### src/design/rre_pkg.sv
// Shared types, constants and the pixel operation of the rectangle raster engine.
package rre_pkg;

    localparam int RRE_MAX_WIDTH  = 512;
    localparam int RRE_MAX_HEIGHT = 256;

    localparam int COORD_W  = 10;
    localparam int WIDTH_W  = 10;
    localparam int HEIGHT_W = 9;
    localparam int PIXEL_W  = 8;
    localparam int MODE_W   = 3;
    localparam int PADDR_W  = 3;
    localparam int PDATA_W  = 32;

    localparam logic [WIDTH_W-1:0]  SCREEN_WIDTH_RESET  = 10'd320;
    localparam logic [HEIGHT_W-1:0] SCREEN_HEIGHT_RESET = 9'd200;

    localparam logic REG_SCREEN_WIDTH  = 1'b0;
    localparam logic REG_SCREEN_HEIGHT = 1'b1;

    localparam logic [MODE_W-1:0] MODE_READ     = 3'd0;
    localparam logic [MODE_W-1:0] MODE_OUTLINE  = 3'd1;
    localparam logic [MODE_W-1:0] MODE_FILL     = 3'd2;
    localparam logic [MODE_W-1:0] MODE_DARKEN   = 3'd3;
    localparam logic [MODE_W-1:0] MODE_BRIGHTEN = 3'd4;

    localparam logic [3:0] NIBBLE_MAX    = 4'hF;
    localparam logic [4:0] BRIGHTEN_STEP = 5'd2;

    typedef struct packed {
        logic [MODE_W-1:0]  mode;
        logic [COORD_W-1:0] x_left;
        logic [COORD_W-1:0] y_top;
        logic [COORD_W-1:0] x_right;
        logic [COORD_W-1:0] y_bottom;
        logic [PIXEL_W-1:0] color;
    } rre_cmd_t;

    typedef struct packed {
        logic [PIXEL_W-1:0] read_value;
        logic               clipped;
    } rre_rsp_t;

    typedef struct packed {
        logic load;
        logic setup;
        logic rd_issue;
        logic scan;
        logic clear;
        logic finish;
    } rre_ctl_t;

    typedef struct packed {
        logic clear_done;
        logic is_read;
        logic is_paint;
        logic clip;
        logic last_pixel;
        logic out_free;
    } rre_sts_t;

    function automatic logic [PIXEL_W-1:0] rre_pixel_op(
        input logic [MODE_W-1:0]  mode,
        input logic [PIXEL_W-1:0] old,
        input logic [PIXEL_W-1:0] color
    );
        logic [4:0]         lo_sum;
        logic [PIXEL_W-1:0] result;
        lo_sum = {1'b0, old[3:0]} + BRIGHTEN_STEP;
        case (mode)
            MODE_DARKEN:   result = {old[7:4], 1'b0, old[3:1]};
            MODE_BRIGHTEN: result = {old[7:4], (lo_sum > {1'b0, NIBBLE_MAX}) ? NIBBLE_MAX
                                                                          : lo_sum[3:0]};
            default:       result = color;
        endcase
        return result;
    endfunction

endpackage

### src/design/rre_ctrl.sv
// Sequencing state machine of the rectangle raster engine.
module rre_ctrl
    import rre_pkg::*;
(
    input  logic     clk,
    input  logic     rst_n,
    input  logic     cmd_valid,
    output logic     cmd_ready,
    output rre_ctl_t ctl,
    input  rre_sts_t sts
);

    localparam logic [2:0] ST_CLEAR = 3'd0;
    localparam logic [2:0] ST_IDLE  = 3'd1;
    localparam logic [2:0] ST_SETUP = 3'd2;
    localparam logic [2:0] ST_READ  = 3'd3;
    localparam logic [2:0] ST_SCAN  = 3'd4;
    localparam logic [2:0] ST_DONE  = 3'd5;

    logic [2:0] state_reg;
    logic [2:0] state_next;

    always_comb
    begin
        state_next = state_reg;
        ctl        = '0;
        case (state_reg)
            ST_CLEAR:
            begin
                ctl.clear = 1'b1;
                if (sts.clear_done)
                begin
                    state_next = ST_IDLE;
                end
            end
            ST_IDLE:
            begin
                if (cmd_valid)
                begin
                    ctl.load   = 1'b1;
                    state_next = ST_SETUP;
                end
            end
            ST_SETUP:
            begin
                ctl.setup = 1'b1;
                if (sts.is_read)
                begin
                    state_next = ST_READ;
                end
                else if (sts.is_paint && !sts.clip)
                begin
                    state_next = ST_SCAN;
                end
                else
                begin
                    state_next = ST_DONE;
                end
            end
            ST_READ:
            begin
                ctl.rd_issue = 1'b1;
                state_next   = ST_DONE;
            end
            ST_SCAN:
            begin
                ctl.scan = 1'b1;
                if (sts.last_pixel)
                begin
                    state_next = ST_DONE;
                end
            end
            ST_DONE:
            begin
                if (sts.out_free)
                begin
                    ctl.finish = 1'b1;
                    state_next = ST_IDLE;
                end
            end
            default:
            begin
                state_next = ST_IDLE;
            end
        endcase
    end

    always_ff @(posedge clk or negedge rst_n)
    begin
        if (!rst_n)
        begin
            state_reg <= ST_CLEAR;
        end
        else
        begin
            state_reg <= state_next;
        end
    end

    assign cmd_ready = (state_reg == ST_IDLE);

    a_one_command: assert property (@(posedge clk) disable iff (!rst_n)
        $onehot0({ctl.load, ctl.setup, ctl.rd_issue, ctl.scan, ctl.clear, ctl.finish}))
        else $error("More than one datapath command in a cycle.");

    a_scan_ends: assert property (@(posedge clk) disable iff (!rst_n)
        ctl.scan && sts.last_pixel |=> state_reg == ST_DONE)
        else $error("Scan did not stop after the last pixel.");

    a_no_load_in_clear: assert property (@(posedge clk) disable iff (!rst_n)
        ctl.clear |-> !ctl.load && !cmd_ready)
        else $error("A word was taken during the clearing pass.");

endmodule

### config.mk
export PLATFORM = sky130hd
export DESIGN_NAME = rre_ctrl
export DESIGN_NICKNAME = d
export VERILOG_FILES = /design/src/design/rre_pkg.sv /design/src/design/rre_ctrl.sv
export SDC_FILE = /design/constraint.sdc
export NUM_CORES = 1
export LEC_CHECK = 0
export ABC_AREA = 1
export BUFFER_PORTS_ARGS = -buffer_cell sky130_fd_sc_hd__buf_2
export CAP_MARGIN = 30
export CELL_PAD_IN_SITES_DETAIL_PLACEMENT = 1
export CELL_PAD_IN_SITES_GLOBAL_PLACEMENT = 2
export CORE_MARGIN = 2
export CORE_UTILIZATION = 18
export CTS_CLUSTER_DIAMETER = 100
export DETAILED_ROUTE_END_ITERATION = 10
export PLACE_DENSITY = 0.81
export SLEW_MARGIN = 20
export SYNTH_ARGS = -nofsm -noshare
export SYNTH_HDL_FRONTEND = slang
export SYNTH_SLANG_ARGS = --single-unit
### constraint.sdc
create_clock -name clk -period 1.32 [get_ports clk]
set_clock_uncertainty 0.15 [all_clocks]
set_input_delay 0.132 -clock clk [delete_from_list [all_inputs] [get_ports clk]]
set_output_delay 0.132 -clock clk [all_outputs]
set_load 0.005 [all_outputs]
======== Word level (Yosys, flattened, before mapping) ========
Index checks and enable logic that the tools add are counted.
Widths: inputs -> output; s select.
operators by class
  add/subtract/negate cells ............... 0
  $mul .................................... 0
  div/mod/pow operators ................... 0
  order comparisons ....................... 0
  equal/unequal tests ..................... 9
  shift-type cells ........................ 0
  mux-type cells .......................... 15
  bitwise logic cells ..................... 0
  reduce and logical (&&, ||, !) cells .... 4
operators by type and width
  cell                number
  $pmux 3 s6          1
  $mux 3              5
  $mux 1              9
  $ne 2x2->1 const B  4
  $eq 3x2->1 const B  2
  $eq 3x3->1 const B  2
  $reduce_and 4->1    1
  $eq 3x1->1 const B  1
  $logic_not 3->1     1
  $logic_and 1x1->1   1
  $logic_not 1->1     1
storage, ports and cells
  bits in registers ....................... 3
  latch bits .............................. 0
  bits in writable memories ............... 0
  memory bits (read-only) ................. 0
  input port bits ......................... 9
  output and inout bits ................... 7
  logic and storage cells ................. 29
  memories ................................ 0

======== Depth between registers and ports, before layout ========
  depth after elaboration ................. 5
  mapped depth ............................ 8
  gate-level depth less buffers ........... 8

======== Least setup slack after synthesis ========
OpenSTA, ideal clock, no wires.
  path type ............................... flip-flop to flip-flop
  start ................................... register state_reg[2]
  end ..................................... register state_reg[0]
  setup time .............................. 119 ps
  arrival time ............................ 940 ps
  required time ........................... 1051 ps
  path slack .............................. 111 ps
  stages on the path, launching flop included .. 6
  path buffers ............................ 1
  period minus slack after synthesis ...... 1209 ps
  path through ............................ dfrtp_1 -> buf_4 -> nor3_2 -> a21oi_1 -> nand2_1 -> nand2_1
between the ends
  cells in the longest elaborated chain, start to end .. 3
  elaborated cells on any way between the ends .. 12
  those cells by class .................... eq/ne: 9; mux: 1; reduce/logical: 2
RTL lines
  element                             RTL line        RTL
  start: declaration                  rre_ctrl.sv:20  logic [2:0] state_reg;
  start signal: assignment            rre_ctrl.sv:96  state_reg <= state_next;
  $eq 3x3->1 (tied with other cells)  rre_ctrl.sv:27  case (state_reg)
  $ne 2x2->1 (no source line)         -
  $reduce_and 4->1 (no source line)   -
Several ways; a longest one is shown, not always the timed one.
A chain may end at the register's enable or synchronous reset.

==> impl_results.md <==
- Hold path start: sts[4]
- Worst hold path class: input pin to flip-flop
- Initial antenna violation count: 0
- Area of the mapped netlist: about 280 um2
- Crit path launch: state_reg[1]
- Core area: between 0.001 and 0.0015 mm2
- GPL Wtd Cong: just over 0.7
- Setup tns final: -413 ps
- Failing checks: setup timing
- Reg-to-Reg End: state_reg[1]
- Final Max Tran Viols: 0
- # DRC: 0
- Total Wirelength: a little under 900 um
- Initial DRC count: 4
- TritonRoute pass-1 iters: 2
- Fin. Hold Viols: 0
- Measured slew at the worst slew-check pin: around 230 ps
- CTS H-tree lvls: 1
- Leakage: 0.273 nW
- Worst EP required: about 1000 ps
- Setup WS pre-CTS: -28.6 ps
- Worst-path clk slew: roughly 40 ps
- Mux contribution to synthesized area: 0%
- Total CTS buffers: 3
- Pwr Total: approximately 1.0 mW
- Fraction of layout cells with a size suffix above 1: between 50% and 60%
- Routed Antenna Nets: 0
- Total Routing Usage GR: roughly 11%
- R2R depth: 6
- Pwr dens: 2110 mW/mm2
- Synth Instances: between 40 and 50
- Largest family of logic cells by synthesized area: simple AND/OR/NAND/NOR gates
- Crit path DAT: roughly 1100 ps
- Wire per inst: roughly 10 um
- CTS tree: done
- Clock period minus worst slack: roughly 1400 ps
- Die area: about 0.0019 mm2
- Simple-gate area share of the yosys netlist: between 50% and 60%
- Synth Area in XOR/XNOR: 0%
- DIE WIDTH: 43.4 um
- Post-route insts no fill: 88
- Post-synthesis sequential area ratio: 26.9%
- Clock Tree Root: clkbuf_4
- Outcome: complete, but fails checks
- Dpl cells: 78
- Final Worst Setup Slack: -87.4 ps
- Max Cap Viol: 0
- Highest clock rate: between 700 and 800 MHz
- Syn avg cell area: slightly below 6 um2
- Reg2reg setup slack: roughly 10 ps
- Vias in the first global route: between 300 and 400
- # diodes: 0
- RSZ-0062 raised after global routing: true
- Crit Path Class: flip-flop to output pin
- Vert. Die Dim: approximately 43 um
- Critical Path Fanout Max: 7
- Hold endpoint: state_reg[1]
- Largest register FFs: 3
- Area growth syn-to-layout: 77.1%
- Worst skew pair latency: between 200 and 250 ps
- Nets: between 80 and 90
- Adder-Cell Fraction of Synth Area: 0%
- Synth warn: 0
- Syn_nets: 57
- Num ports: 16
- CP endpoint kind: output pin
- # rows: 14
- Complex-gate fraction of the synthesized area: ~5.4%
- Distinct cells, synth: 12
- Hold path depth: 3
- GRT Residual Overflow: 0
- CP Launch Type: flip-flop
- Register bit total from synthesis: 3
- Peak VDD IR: a little over 0.9 mV
- Finish-stage setup viols: 6
- Port bufs: 15
- First-pass GRT wire length: between 1500 and 2000 um
- CTS Sinks: 3
- Largest net degree at the start of global routing: 8
- Initial core utilization: around a fifth
- Fillers: 200
- Reg-to-Reg Start: state_reg[2]
- Number of vias per cell: ~4.4
- Vias: around 400
- Worst relative slew slack: between 80% and 90%
- Final HPWL DP: ~650 um
- Final worst-path cycle share: 107%
- Clock Path Buffers: 2
==> per-layer routing <==
metal / vias to the layer above / share of wire, % / GRT usage [%]
li1: 199 / - / -
met1: 184 / 42 / 12.7
met2: 7 / 54 / 20.6
met3: 0 / 4.4 / 5.00
met4: 0 / 0 / 1.82
met5: - / 0 / 0
==> worst max-delay path, cell delays in order (launching register included) <==
cell	delay [ps]
dfrtp_2	480
nor4_2	270
buf_2	150
==> cells in the final DEF (no fill, tap or decap) <==
cell / n
nor3_2: 1
nand3_2: 1
dfrtp_2: 3
nor4_2: 1
inv_2: 3
nor3_4: 2
buf_4: 3
nand3_1: 2
nand2_1: 13
nor2_1: 8
clkbuf_4: 3
a21oi_2: 1
clkbuf_1: 1
inv_4: 1
dlygate4sd3_1: 1
nand3b_1: 2
buf_2: 15
buf_6: 2
inv_1: 4
a21oi_1: 2
nor2_2: 3
==> final cells by class <==
class | instances | area (um2) | area share [%]
well taps | 16 | 20.0 | 4.05
repair buffers | 21 | 130 | 26.3
flip-flops and latches | 3 | 78.8 | 15.9
multi-input cells | 36 | 206 | 41.8
inverters | 8 | 32.5 | 6.58
clock buffers | 4 | 26.3 | 5.32
==> worst max-delay path by stage <==
stage	cells past startpoint	endpoint
2_1_floorplan	5	state_reg[0]
3_3_place_gp	6	state_reg[2]
3_5_place_dp	6	state_reg[2]
4_1_cts	2	ctl[5]
5_1_grt	2	ctl[5]
6_report	2	ctl[5]
==> cell families (layout without fill, tap and decap cells) <==
kind of cell	count (synthesis)	in the layout
and+or+nand+nor	33	33
buffers and inverters	9	33
AOI/OAI and AO/OA	3	3
DFF	3	3
==> synth_stat cells <==
cell | instances | area share (%)
nor2_1 | 11 | 15
a21oi_1 | 3 | 5.4
nor3_1 | 1 | 1.8
nor3_2 | 2 | 7.2
nand3_1 | 3 | 5.4
inv_2 | 4 | 5.4
buf_4 | 1 | 2.7
nand3b_1 | 2 | 5.4
nand2_1 | 13 | 17
inv_1 | 4 | 5.4
dfrtp_1 | 3 | 27
nor4_1 | 1 | 2.2
==> through the flow <==
stage	hold WS (ps)	instance area, um2	util [%]
final	49.3	494	33.6
after global routing	66.6	494	33.6
after CTS	37.5	473	32.1
after detailed placement	-217	367	24.9
after global placement	-219	367	24.9
after floorplan	-314	279	-
==> where the power goes <==
part	total, mW	internal (mW)	switching (mW)	leakage (nW)
registers	0.259	0.141	0.118	0.0338
clock network	0.160	0.113	0.0472	0.0150
logic	0.622	0.302	0.320	0.224
total	1.04	0.556	0.485	0.273
==> what timing repair did <==
action,CTS,global route
setup buffers,5,0
setup endpoints to repair,10,10
hold endpoints to repair,3,0
hold buffers,1,0
pin swaps,5,2
gates cloned,0,0
gates resized for setup,9,6
Power figures use the tool's default switching activity.
